File: src/hw/rtl/vlu_pkg.sv
package vlu_pkg;

	// Field and state widths
	localparam int BYTE_W = 8;
	localparam int DATA_W = 7;
	localparam int ACC_W  = 56;
	localparam int CNT_W  = 4;
	localparam int VAL_W  = 64;
	localparam int LEN_W  = 4;
	localparam int HALF_W = 32;

	// Output word: value, then length, padded to whole bytes
	localparam int M_TDATA_W = ((VAL_W + LEN_W + 7) / 8) * 8;
	localparam int M_PAD_W   = M_TDATA_W - VAL_W - LEN_W;

	// Continuation flag position and per-mode continuation limits
	localparam int                CONT_BIT = 7;
	localparam logic [CNT_W-1:0]  LIMIT_32 = 4'd3;
	localparam logic [CNT_W-1:0]  LIMIT_64 = 4'd8;

	// Result of one decode step
	typedef struct packed {
		logic             emit;
		logic [ACC_W-1:0] acc_nxt;
		logic [CNT_W-1:0] cnt_nxt;
		logic [VAL_W-1:0] value;
		logic [LEN_W-1:0] length;
	} vlu_step_t;

endpackage

File: src/hw/rtl/vlu_step.sv
module vlu_step (
	input  logic                       wide_mode,
	input  logic [vlu_pkg::ACC_W-1:0]  acc,
	input  logic [vlu_pkg::CNT_W-1:0]  cnt,
	input  logic [vlu_pkg::BYTE_W-1:0] byte_in,
	output vlu_pkg::vlu_step_t         step
);
	import vlu_pkg::*;

	logic [CNT_W-1:0] limit;
	logic             below;
	logic             cont;
	logic [VAL_W-1:0] shifted;
	logic [VAL_W-1:0] merged;

	// Judge the byte against the limit of the current mode
	assign limit = wide_mode ? LIMIT_64 : LIMIT_32;
	assign below = (cnt < limit);
	assign cont  = below && byte_in[CONT_BIT];

	// Append the final byte: 7-bit shift below the limit, 8-bit shift at it
	assign shifted = below ? {1'b0, acc, {DATA_W{1'b0}}} : {acc, {BYTE_W{1'b0}}};
	assign merged  = shifted | {{(VAL_W-BYTE_W){1'b0}}, byte_in};

	always_comb begin
		step.emit   = !cont;
		step.length = cnt + {{(CNT_W-1){1'b0}}, 1'b1};
		step.value  = merged;
		if (!wide_mode) begin
			step.value[VAL_W-1:HALF_W] = '0;
		end
		// Take a continuation group, or clear once the value ends
		if (cont) begin
			step.acc_nxt = {acc[ACC_W-DATA_W-1:0], byte_in[DATA_W-1:0]};
			step.cnt_nxt = cnt + {{(CNT_W-1){1'b0}}, 1'b1};
		end else begin
			step.acc_nxt = '0;
			step.cnt_nxt = '0;
		end
	end

endmodule

File: src/hw/rtl/vlu_integer_decoder_unit.sv
// Variable-length unsigned integer decoder, big-endian, 7 data bits per
// continuation byte.
// Input stream s_*: one encoded byte per word in s_tdata[7:0].
// Output stream m_*: one word per decoded value, value in m_tdata[63:0] and
// its byte length (1..9) in m_tdata[67:64]; the top bits are zero.
// Bytes with the continuation flag set below the limit produce no word.
// cfg_we/cfg_wdata set wide_mode: 0 = 32-bit form (up to 4 bytes),
// 1 = 64-bit form (up to 9 bytes). Write it only while the block is idle.
// A byte taken on s_* is held in the input register, and its result is loaded into the output register on m_*.
// Throughput: one byte per cycle unless a finished value meets a stalled output word;
// the decode is one shift-and-OR step between the input register and the output register.
// A stalled output word holds; the input register keeps draining
// continuation bytes and stalls only when a finished value would have to
// overwrite the waiting word.
// Reset clears the input register, the output word, the partial value and
// the mode (32-bit form).
module vlu_integer_decoder_unit (
	input  logic                          clk,
	input  logic                          arst_n,
	input  logic                          cfg_we,
	input  logic                          cfg_wdata,  // wide_mode
	input  logic                          s_tvalid,
	output logic                          s_tready,
	input  logic [vlu_pkg::BYTE_W-1:0]    s_tdata,    // byte_in
	output logic                          m_tvalid,
	input  logic                          m_tready,
	output logic [vlu_pkg::M_TDATA_W-1:0] m_tdata     // value[63:0], length[67:64]
);
	import vlu_pkg::*;

	logic              wide_q;
	logic              valid_s1;
	logic [BYTE_W-1:0] byte_s1;
	logic [ACC_W-1:0]  acc_q;
	logic [CNT_W-1:0]  cnt_q;
	logic              out_valid_q;
	logic [VAL_W-1:0]  value_q;
	logic [LEN_W-1:0]  length_q;
	logic              s1_adv;
	vlu_step_t         step;

	vlu_step u_step (
		.wide_mode (wide_q),
		.acc       (acc_q),
		.cnt       (cnt_q),
		.byte_in   (byte_s1),
		.step      (step)
	);

	// Advance the held byte unless it ends a value and the output is blocked
	assign s1_adv   = valid_s1 && (!step.emit || !out_valid_q || m_tready);
	assign s_tready = !valid_s1 || s1_adv;

	// Mode register
	always_ff @(posedge clk or negedge arst_n) begin
		if (!arst_n) begin
			wide_q <= 1'b0;
		end else if (cfg_we) begin
			wide_q <= cfg_wdata;
		end
	end

	// Input register
	always_ff @(posedge clk or negedge arst_n) begin
		if (!arst_n) begin
			valid_s1 <= 1'b0;
		end else if (s_tready) begin
			valid_s1 <= s_tvalid;
		end
	end

	always_ff @(posedge clk) begin
		if (s_tvalid && s_tready) begin
			byte_s1 <= s_tdata;
		end
	end

	// Partial value and continuation count
	always_ff @(posedge clk or negedge arst_n) begin
		if (!arst_n) begin
			acc_q <= '0;
			cnt_q <= '0;
		end else if (s1_adv) begin
			acc_q <= step.acc_nxt;
			cnt_q <= step.cnt_nxt;
		end
	end

	// Output word: load a finished value, drop it once taken
	always_ff @(posedge clk or negedge arst_n) begin
		if (!arst_n) begin
			out_valid_q <= 1'b0;
		end else if (s1_adv && step.emit) begin
			out_valid_q <= 1'b1;
		end else if (m_tready) begin
			out_valid_q <= 1'b0;
		end
	end

	always_ff @(posedge clk) begin
		if (s1_adv && step.emit) begin
			value_q  <= step.value;
			length_q <= step.length;
		end
	end

	assign m_tvalid = out_valid_q;
	assign m_tdata  = {{M_PAD_W{1'b0}}, length_q, value_q};

endmodule

File: config.mk
export PLATFORM = sky130hd
export DESIGN_NAME = vlu_integer_decoder_unit
export DESIGN_NICKNAME = d
export VERILOG_FILES = /design/src/hw/rtl/vlu_pkg.sv /design/src/hw/rtl/vlu_step.sv /design/src/hw/rtl/vlu_integer_decoder_unit.sv
export SDC_FILE = /design/constraint.sdc
export NUM_CORES = 1
export LEC_CHECK = 0
export BUFFER_PORTS_ARGS = -buffer_cell sky130_fd_sc_hd__buf_2
export CORE_UTILIZATION = 46
export CTS_BUF_LIST = sky130_fd_sc_hd__clkbuf_4 sky130_fd_sc_hd__clkbuf_8
export CTS_CLUSTER_SIZE = 20
export DETAILED_ROUTE_END_ITERATION = 6
export GPL_TIMING_DRIVEN = 0
export HOLD_SLACK_MARGIN = 0.12
export PLACE_DENSITY = 0.67
export SLEW_MARGIN = 20
export SYNTH_ARGS = -nofsm -noshare
export SYNTH_HDL_FRONTEND = slang
export SYNTH_SLANG_ARGS = --single-unit
File: constraint.sdc
create_clock -name clk -period 14.1 [get_ports clk]
set_clock_uncertainty 0.15 [all_clocks]
set_input_delay 0 -clock clk [delete_from_list [all_inputs] [get_ports clk]]
set_output_delay 0 -clock clk [all_outputs]
set_load 0.01 [all_outputs]
Yosys cells after proc, flatten, opt, wreduce, memory -nomap -nowiden
Index checks and enable logic that the tools add are counted.
{"block": "totals", "regBits": 139, "input_bits": 14, "output_inout_bits": 74, "elab_cells": 28}
{"block": "op_classes", "addsub": 1, "order_cmp": 1, "muxes": 5, "bitwise_logic": 1, "reduce_logical": 11}
{"cell": "$mux W64", "count": 1}
{"cell": "$or A64 B8 Y64", "count": 1}
{"cell": "$mux W60", "count": 1}
{"cell": "$add A4 B1 Y4 const B", "count": 1}
{"cell": "$logic_and A1 B1 Y1", "count": 4}
{"cell": "$lt A4 B4 Y1", "count": 1}
{"cell": "$mux W4", "count": 1}
{"cell": "$logic_not A1 Y1", "count": 3}
{"cell": "$logic_or A1 B1 Y1", "count": 3}
{"cell": "$mux W1", "count": 2}
{"cell": "$reduce_bool A2 Y1", "count": 1}

Depth between registers and ports, before layout
Gate-level depths: netlist of run 1.
{"block": "logic_depth", "ltp_word": 8, "mapped_depth": 10, "ltp_nobuf": 6}

Cells and area by module
Synthesis of run 1 repeated with hierarchy kept, for this count alone.
{"block": "unflattened", "hier_cells": 620, "area_unflattened_um2": 7813.7}
{"mod": "vlu_integer_decoder_unit", "instances": 1, "cells_each": 434, "area_each_um2": 6426.2, "seq_area_each_um2": 3858.7}
{"mod": "vlu_step", "instances": 1, "cells_each": 186, "area_each_um2": 1387.6, "seq_area_each_um2": 0.0}

Worst setup path after synthesis of run 1
No wires, ideal clock.
{"block": "synth_timing", "kind": "reg-to-reg", "start": "register wide_q", "end": "register length_q[0], enable pin", "setup_time_ns": 0.494, "arrival_time_ns": 4.526, "required_ns": 13.456, "setup_slack_ns": 8.929, "stages_incl_launch_ff": 9, "path_buffers": 2, "synth_period_minus_slack_ns": 5.171, "path_cell_list": "dfrtp_1 > inv_1 > clkbuf_1 > ha_1 > nand2b_1 > nor4b_2 > o21ai_1 > buf_2 > nor2_1"}
{"block": "synth_between", "elab_chain_cells": 7, "word_cells_on_any_way": 8, "classes_between": "1 x order compare; 1 x mux; 6 x reduce/logical"}
{"item": "start: declaration", "line": "vlu_integer_decoder_unit.sv:31", "text": "logic wide_q;"}
{"item": "start signal: assignment", "line": "vlu_integer_decoder_unit.sv:59", "text": "wide_q <= cfg_wdata;"}
{"item": "$mux W4 *", "line": "vlu_step.sv:17", "text": "assign limit = wide_mode ? LIMIT_64 : LIMIT_32;"}
{"item": "$lt A4 B4 Y1 *", "line": "vlu_step.sv:18", "text": "assign below = (cnt < limit);"}
{"item": "$logic_and A1 B1 Y1 *", "line": "vlu_step.sv:19", "text": "assign cont = below && byte_in[CONT_BIT];"}
{"item": "$logic_or A1 B1 Y1 (2 in a row)", "line": "vlu_integer_decoder_unit.sv:51", "text": "assign s1_adv = valid_s1 && (!step.emit || !out_valid_q || m_tready);"}
{"item": "$logic_and A1 B1 Y1", "line": "vlu_integer_decoder_unit.sv:51"}
{"item": "$logic_and A1 B1 Y1 *", "line": "vlu_integer_decoder_unit.sv:101", "text": "if (s1_adv && step.emit) begin"}
{"item": "end signal: assignment", "line": "vlu_integer_decoder_unit.sv:103", "text": "length_q <= step.length;"}
{"item": "end: declaration", "line": "vlu_integer_decoder_unit.sv:38", "text": "logic [LEN_W-1:0] length_q;"}
Every way passes the cells marked *; elsewhere a longest branch is shown, timed or not.
A chain may end at the register's enable or synchronous reset.

Worst setup path in the final report of run 1
{"block": "layout_timing", "start": "register wide_q", "end": "register value_q[37], enable pin"}
{"block": "layout_between", "elab_chain_cells": 7, "word_cells_on_any_way": 8, "classes_between": "1 x order compare; 1 x mux; 6 x reduce/logical"}
{"item": "$mux W4 *", "line": "vlu_step.sv:17"}
{"item": "$lt A4 B4 Y1 *", "line": "vlu_step.sv:18"}
{"item": "$logic_and A1 B1 Y1 *", "line": "vlu_step.sv:19"}
{"item": "$logic_or A1 B1 Y1 (2 in a row)", "line": "vlu_integer_decoder_unit.sv:51"}
{"item": "$logic_and A1 B1 Y1", "line": "vlu_integer_decoder_unit.sv:51"}
{"item": "$logic_and A1 B1 Y1 *", "line": "vlu_integer_decoder_unit.sv:101"}
{"item": "end signal: assignment", "line": "vlu_integer_decoder_unit.sv:102", "text": "value_q <= step.value;"}
{"item": "end: declaration", "line": "vlu_integer_decoder_unit.sv:37", "text": "logic [VAL_W-1:0] value_q;"}
Marks and branches as above.

==> metrics, run 1 <==
status complete, but fails checks; failing checks DRC; area leader, netlist edfxtp_1; area of the multi-input gates approximately 1500 sq um; CTS tree yes; CP Cell Sequence inv_1, clkbuf_1, ha_1, nand2b_1, nor4b_2, o21ai_1, buf_2, nor2_4, buf_12; share of cells above drive strength 1 0.242; fraction of the yosys area taken by sequential cells 0.697; total routed wirelength 11,700 um; r2r endpoint value_q[37]; Hold WC Path Type input pin to flop; Die Span Y roughly 110 um; I/O Buffers 83; crit path buf inv count 4; Synth Register Bits 139; commonest non-fill, non-tap cell in the layout nand2_1; DR iter-0 viols 184; Nets between 500 and 600; CP Capture Type flop; clock tree buffer depth 2; Die X 112 um; Pwr Density around 160 nW/um^2; most frequent cells in the layout nand2_1, buf_2, edfxtp_1, dfrtp_1, a22o_1; drt via density roughly 5.2; synthesized area 5540 sq um; largest net degree at the start of global routing 64; Worst Slack Setup Final 10.81 ns; antenna-violating nets left 0; crit path DAT 3.28 ns; Worst Hold Slack 0.156 ns; f_max a little over 0.3 GHz; Root Buffer clkbuf_8; syn_area_per_cell 12.6 sq um; max-slew violations 0; worst-margin pin slew 0.658 ns; Clk pin slew, worst setup/hold paths 0.07 ns; Worst R2R Setup Slack 10.81 ns; setup TNS 0 ns; depth of the CTS H-tree 4; post-synth cell types 33; Setup Fix Bufs, Post-CTS 0; Initial Utilization 0.479; reg2reg start wide_q; TritonCTS buffer count 17; final hold vios 0; register area 3860 sq um; CP max FO 30; initial antenna violation count 0; Final Power 1.12 mW; vias in the first global route roughly 3,700; die area 12,500 sq um; crit path from wide_q; RD Place Congestion around 0.8; Slowest Stage Delay on Critical Path between 0.4 and 0.5 ns; Leakage Power approximately 3.0 nW; worst skew pair latency 0.45 ns; CTS sink cnt between 100 and 150; CP max stage cell dfrtp_1; Vias 3,809; total core area 11,600 sq um; Final min period ~3.3 ns; Syn. warnings 0; number of gates on the worst path with buffers counted 9; first-pass GRT wire length just under 20,000 um; Synth Instances 441; gr ovfl total 0; fin crit share 0.233; DR WL/cell 16.0 um; DRC 7; gr usage total 0.204; Critical Path Source Type flop; Layout area overhead 24.2%; final setup fails 0; DR pass1 iterations 7; CP required 14.09 ns; relative slew slack 0.560; CP top delay family buffers and inverters; Worst Setup EP value_q[37]; HPWL after detailed placement 7580 um; filler instances 931; cells on worst reg2reg path 9; row cnt 39; antenna fix cells 0; RSZ-0062 raised after global routing no; I/O pin cnt 88; largest cells by area after synthesis edfxtp_1, dfrtp_1, nand2_1; WS Path Type flop to flop; Peak VDD IR 0.101 mV; Yosys top cell area share 0.412; Place WS 10.84 ns; Max Cap Viol 0
## final cells by class
cell class              count  share of cell area
repair buffers            110               0.105
multi-input cells         264               0.213
inverters                   9             0.00491
plain buffers              32              0.0287
well taps                 143              0.0260
flip-flops and latches    139               0.561
clock buffers              20              0.0400
clock inverters            12              0.0209
## metrics by stage
stage                     instances  area, sq um  utilization
after CTS                       729         6880        0.595
after floorplan                 444         5550            -
after global routing            729         6880        0.595
final                           729         6880        0.595
after detailed placement        672         6190        0.536
after global placement          670         6140        0.531
## cell usage after synthesis
library cell    n
edfxtp_1       76
nor2_1          1
o221ai_1        1
and2_4          1
dfrtp_1        63
o211ai_2        1
buf_1           2
o21ai_0         1
buf_4           4
mux2_2          1
nand3_1         2
xnor2_1         1
a21oi_1        31
nand2_1       137
a22o_1         53
nor2b_1         4
nand2b_1        1
nand3b_1        1
buf_6           7
and3b_1         1
a21o_1          2
inv_1           9
xor2_1          1
o21ai_1         5
mux2i_1         6
conb_1          1
o21ai_2         1
or2_1           1
ha_1            3
clkbuf_1       11
buf_2           8
nor4b_2         1
and3_1          3
## worst min path at each step
stage,slack [ns],from,to,cells past startpoint
after global routing,0.18,cfg_wdata,wide_q,4
after floorplan,-0.45,arst_n,acc_q[0],0
after global placement,0.03,s_tdata[3],byte_s1[3],1
final,0.16,cfg_wdata,wide_q,4
after CTS,0.12,cfg_wdata,wide_q,4
after detailed placement,-0.03,arst_n,acc_q[52],1
## cells by family (layout without fill, tap and decap cells)
group,count (synthesis),after routing,share of synthesized area
flops,139,139,0.697
simple gates,153,153,0.113
xor+xnor,2,2,0.00316
mux,7,7,0.0129
compound gates,95,95,0.125
other cells,1,4,0.000677
fa+ha+maj,3,3,0.00678
buf+inv,41,183,0.0418
## report_power, final
group | switching [mW] | internal (mW) | leakage (nW) | total, mW
clock network | 0.151 | 0.187 | 0.212 | 0.338
logic | 0.155 | 0.0869 | 1.18 | 0.242
registers | 0.0341 | 0.501 | 1.60 | 0.536
## sequential cells by signal, summed over array words and instances (netlist names)
name,flops
acc_q,56
cnt_q,4
length_q,4
value_q,64
byte_s1,8
m_tvalid,1
valid_s1,1
wide_q,1
## metal layers
metal  GRT usage  share of wire  up-vias
met3      0.0631          0.061       14
met2       0.316           0.48      126
met4      0.0739          0.013        0
met1       0.272           0.45     1857
li1            -              -     1812
met5           0              0        -
## worst min-delay path, stage by stage
cell	delay (ns)
buf_2	0.08
nand2_1	0.03
o21ai_0	0.05
dlygate4sd3_1	0.55
## timing repair
item,CTS,global route
endpoints found under the hold margin,83,0
gates resized for setup,0,0
hold buffers,25,0
setup endpoints to repair,0,0
Note: power is estimated with default switching activity, not from simulation.
==> inputs of run 2 (changes only) <==
ABC_AREA = 1   (was default)
PLACE_DENSITY = 0.69   (was 0.67)
clock period = 2.8 ns   (was 14.1 ns; I/O delays follow)
==> run 2 against run 1 <==
- the flow now finishes without violations
- register-to-register slack got worse by 10 ns
- largest power group unchanged
- largest cell class unchanged
- maximum frequency rose by 35%
- die area increased by 2.5%
- clock power grew to 5.5 times the previous value
- synthesized cell count up 22%
- non-clock buffer count decreased by 4
==> metrics, run 2 <==
Critical Path Source Type flop; Clk pin slew, worst setup/hold paths 0.08 ns; gr usage total 0.201; drt via density 4.94; Nets slightly below 700; met2 wire length 6100 um; Worst Hold Path Cells 4; Initial Utilization 0.473; Hold WC Path Type input pin to flop; worst skew pair latency 0.45 ns; Max Used Layer met4; CP Capture Type flop; Die Span Y 113 um; I/O pin cnt 88; Post-synth EDFFs 76; Worst Hold End valid_s1; f_max 0.410 GHz; CTS sink cnt 139; most frequent cells in the layout nand2_1, buf_2, edfxtp_1, nor2_1, dfrtp_1; HPWL after detailed placement about 7700 um; RD Place Congestion 0.794; non-filler instance count after layout 829; Max Cap Viol 0; fin crit share 0.871; DR pass1 iterations 5; final hold vios 0; WL met3 698 um; Yosys top cell area share 0.402; area leader, netlist edfxtp_1; biggest regs value_q x64, acc_q x56, byte_s1 x8; Worst Min Path Start s_tvalid; Synth Register Bits approximately 140; Largest register FFs 64; largest net degree at the start of global routing 64; Final min period 2.44 ns; RSZ-0062 raised after global routing no; Synth Instances 539; total core area 12,000 sq um; Layout area overhead 23.3%; Final Power 6.19 mW; Post-synth top cells nand2_1, edfxtp_1, nor2_1; fraction of the yosys area taken by sequential cells 0.679; Leakage Power about 3.4 nW; antenna-violating nets left 0; syn_area_per_cell 10.5 sq um; die area between 10,000 and 15,000 sq um; r2r endpoint value_q[28]; row cnt 40; CTS tree yes; CP required 2.78 ns; commonest non-fill, non-tap cell in the layout nand2_1; WS Path Type flop to flop; post-synth cell types 25; FFs w/ async S/R, synth 0.453; crit path DAT 2.42 ns; synthesized area between 5000 and 6000 sq um; worst-margin pin slew roughly 0.8 ns; TritonCTS buffer count 17; clock tree buffer depth 2; DR iter-0 viols 351; Top FF cell, synth edfxtp_1; first-pass GRT wire length 19,400 um; Die X 113 um; relative slew slack 0.457; DR WL/cell 14.5 um; antenna fix cells 0; Root Buffer clkbuf_8; vias in the first global route 3,926; Routed met1 length 5110 um; I/O Buffers 83; Vias between 4,000 and 5,000; most frequent cell after synthesis nand2_1; Reg with most FFs value_q; share of cells above drive strength 1 0.226; largest cells by area after synthesis edfxtp_1, dfrtp_1, nand2_1; total routed wirelength about 12,000 um; cells on worst reg2reg path 8; Worst R2R Setup Slack ~0.36 ns; CP max FO 16; status finished clean; DRC 0; max-slew violations 0; Syn. warnings 0; Inst Count DP a little under 800; final setup fails 0; reg2reg start wide_q; Pwr Density about 900 nW/um^2; Peak VDD IR 0.345 mV; depth of the CTS H-tree 4; initial antenna violation count 0; gr ovfl total 0
-- run 2: cell type report --
| class | instances | area (sq um) |
|---|---|---|
| Inverter | 21 | 82.6 |
| Timing Repair Buffer | 107 | 666 |
| Sequential cell | 139 | 3860 |
| Buffer | 31 | 265 |
| Clock buffer | 20 | 256 |
| Timing Repair inverter | 1 | 7.51 |
| Clock inverter | 12 | 196 |
| Tap cell | 147 | 184 |
| Fill cell | 983 | 5010 |
| Multi-Input combinational cell | 351 | 1490 |
-- run 2: how the worst max path moves through the flow --
stage	start	endpoint	slack, ns	cells past startpoint
5_1_grt	wide_q	value_q[28]	0.20	9
2_1_floorplan	wide_q	length_q[0]	0.08	8
3_5_place_dp	wide_q	value_q[46]	-0.08	8
4_1_cts	wide_q	value_q[21]	0.0005	7
3_3_place_gp	wide_q	value_q[35]	-0.45	7
6_report	wide_q	value_q[28]	0.36	8
-- run 2: critical path, stage by stage, from the launching register on --
cell and delay, ns:
dfrtp_1 0.52, inv_1 0.13, ha_1 0.30, nand2_2 0.12, nand3_4 0.13, nand2_2 0.11, nand3_1 0.22, clkinvlp_4 0.19
buf_4 0.25
-- run 2: per-layer routing --
metal	global-route usage	vias to the layer above
met5	0	-
met4	0.0632	0
met3	0.0509	15
met2	0.343	130
met1	0.252	1948
li1	-	1999
-- run 2: through the flow --
step | util | hold WS, ns | setup TNS, ns | setup slack (ns) | cell area, sq um
after floorplan | - | -0.446 | 0 | 0.0770 | 5700
after global placement | 0.524 | 0.0260 | -30.08 | -0.448 | 6290
after detailed placement | 0.526 | -0.0106 | -2.71 | -0.0778 | 6320
after CTS | 0.582 | 0.133 | 0 | 0.000457 | 7000
after global routing | 0.583 | 0.181 | 0 | 0.200 | 7010
final | 0.583 | 0.146 | 0 | 0.361 | 7010
-- run 2: logic make-up after synthesis --
| kind of cell | after synthesis | share of synthesized area |
|---|---|---|
| AND/OR/NAND/NOR | 283 | 0.197 |
| flip-flops | 139 | 0.679 |
| XOR/XNOR | 2 | 0.00308 |
| buffers and inverters | 52 | 0.0606 |
| adder cells (fa/ha/maj) | 3 | 0.00661 |
| other | 1 | 0.000660 |
| AO/OA/AOI/OAI | 59 | 0.0529 |
-- run 2: power breakdown --
group / switching, mW / internal (mW) / leakage (nW)
registers: 0.178 / 2.61 / 1.60
logic: 0.995 / 0.556 / 1.54
clock network: 0.762 / 1.09 / 0.223
total: 1.94 / 4.25 / 3.36
-- run 2: repair_timing --
action | CTS | global route
gates cloned | 1 | 0
hold endpoints to repair | 142 | 0
hold buffers | 22 | 0
buffers inserted | 0 | 1
setup endpoints to repair | 36 | 48
gates resized for setup | 0 | 1
==> inputs of run 3 (changes only) <==
SYNTH_HIERARCHICAL = 1   (was default)
==> run 3 against run 2 <==
- sequential power shrank 4%
- clock power is 14% lower
- wire length is 14% higher
- setup slack lost 0.21 ns
- first-iteration DRC count is 3.7% lower
- count of clock-buffer cells in the layout unchanged
- cell area is 11% higher
- sequential share of layout area down 5.5 points
- via count up 23%
==> metrics, run 3 <==
Root Buffer clkbuf_8; HPWL after detailed placement 9220 um; relative slew slack 0.595; biggest regs value_q x64, acc_q x56, byte_s1 x8; CP top delay family buffers and inverters; DR WL/cell 13.6 um; crit path from wide_q; CP Capture Type flop; total core area 13,300 sq um; most numerous cell on the critical path buf_6; total routed wirelength between 10,000 and 15,000 um; CP max stage cell dlygate4sd3_1; Final min period roughly 2.6 ns; cells on worst reg2reg path 11; most frequent cell after synthesis nand2_1; most frequent cells in the layout nand2_1, buf_2, nand3_1, edfxtp_1, inv_1; gr usage total 0.204; I/O pin cnt 88; CTS sink cnt 139; Synth Register Bits 139; commonest non-fill, non-tap cell in the layout nand2_1; Yosys top cell area share 0.358; Critical Path Source Type flop; final setup fails 0; number of gates on the worst path with buffers counted 11; Syn. warnings 6; worst-margin pin slew 0.606 ns; CTS tree yes; CP max FO 12; worst skew pair latency roughly 0.46 ns; Nets 837; final core occ 0.583; gr ovfl total 0; DR iter-0 viols 338; Post-synth top cells nand2_1, nand3_1, edfxtp_1; area leader, netlist edfxtp_1; initial antenna violation count 0; Layout area overhead 22.1%; Clk pin slew, worst setup/hold paths 0.07 ns; WS Path Type flop to flop; crit path buf inv count 6; Worst Setup EP valid_s1; Top FF cell, synth edfxtp_1; Slowest Stage Delay on Critical Path 0.56 ns; Die Span Y 120 um; Max Cap Viol 0; max-slew violations 0; RSZ-0062 raised after global routing no; final hold vios 0; post-synth cell types 25; Peak VDD IR 0.486 mV; status finished clean; Largest register FFs 64; Reg with most FFs value_q; Die X 120 um; vias in the first global route 4,904; Leakage Power 3.66 nW; CP Cell Sequence buf_6, buf_6, inv_4, ha_4, clkinv_1, nand3_4, buf_6, nand4_1, nand2_1, dlygate4sd3_1, nand2_1; share of cells above drive strength 1 0.215; Synth Instances 686; fraction of the yosys area taken by sequential cells 0.606; largest cells by area after synthesis edfxtp_1, dfrtp_1, nand2_1; Initial Utilization 0.477; die area 14,300 sq um; TritonCTS buffer count 17; DR pass1 iterations 5; syn_area_per_cell 9.29 sq um; clock tree buffer depth 2; drt via density 4.98; Worst R2R Setup Slack 0.16 ns; antenna fix cells 0; largest net degree at the start of global routing 55; Post-synth EDFFs 76; row cnt between 40 and 50; Pwr Density 751 nW/um^2; reg2reg start wide_q; Vias 5,027; depth of the CTS H-tree 4; Worst Hold Slack 0.278 ns; fin crit share 0.945; DRC 0; RD Place Congestion 0.836; first-pass GRT wire length 22,600 um; r2r endpoint valid_s1; antenna-violating nets left 0; CP required 3.00 ns; crit path DAT approximately 2.8 ns; f_max 0.378 GHz; FFs w/ async S/R, synth 0.453; Hold WC Path Type input pin to flop; synthesized area 6370 sq um; I/O Buffers between 80 and 90
[run 3: timing repair]
item	4_1_cts	5_1_grt
gates resized for setup	0	0
endpoints found under the setup margin	0	1
hold buffers	24	0
setup buffers	0	2
hold endpoints to repair	137	0
[run 3: how the worst min path moves through the flow]
stage               cells past startpoint       start    endpoint
detailed placement                      1      arst_n    acc_q[2]
floorplan                               0      arst_n    acc_q[0]
global route                            5    m_tready    m_tvalid
CTS                                     5    m_tready    valid_s1
global placement                        1  s_tdata[6]  byte_s1[6]
finish                                  5    m_tready    valid_s1
[run 3: cell families (layout without fill, tap and decap cells)]
family                     after synthesis  after routing  synth area share
buffers and inverters                  130            274             0.102
and+or+nand+nor                        376            376             0.256
xor gates and xnor gates                 1              1           0.00138
DFF                                    139            139             0.606
other                                    1              4          0.000589
AOI/OAI and AO/OA                       36             36            0.0287
adders and majority gates                3              3           0.00589
[run 3: final cells by class]
cell class / instances / area, sq um
Fill cell: 1186 / 5570
Sequential cell: 139 / 3860
Multi-Input combinational cell: 420 / 1900
Timing Repair Buffer: 112 / 741
Buffer: 57 / 390
Inverter: 73 / 280
Clock buffer: 20 / 269
Tap cell: 176 / 220
Clock inverter: 12 / 121
[run 3: worst register-to-register path: stages, from the launching register on]
cell and delay, ns:
dfrtp_1 0.47, buf_6 0.19, buf_6 0.15, inv_4 0.06, ha_4 0.10, clkinv_1 0.21, nand3_4 0.17, buf_6 0.17
nand4_1 0.15, nand2_1 0.12, dlygate4sd3_1 0.56, nand2_1 0.05
[run 3: per-layer routing]
metal	part of all wire	GRT usage	vias to the layer above
li1	-	-	2475
met1	0.44	0.252	2358
met2	0.49	0.341	165
met3	0.052	0.0499	29
met4	0.023	0.0836	0
met5	0	0	-
[run 3: power by group]
part           internal [mW]  leakage [nW]  switching (mW)
logic                  0.572          1.87            1.01
registers               2.52          1.60           0.143
clock network          0.837         0.189           0.753
total                   3.93          3.66            1.91
[run 3: through the flow]
stage | TNS [ns] | area (sq um) | setup slack, ns | cells | total power [mW]
after floorplan | -5.98 | 6430 | -0.0879 | 689 | 3.73
after global placement | -47.26 | 7060 | -0.701 | 948 | 4.18
after detailed placement | 0 | 7130 | 0.126 | 951 | 4.25
after CTS | 0 | 7760 | 0.0737 | 1007 | 5.86
after global routing | 0 | 7780 | 0.00949 | 1009 | 6.15
final | 0 | 7780 | 0.155 | 1009 | 5.84
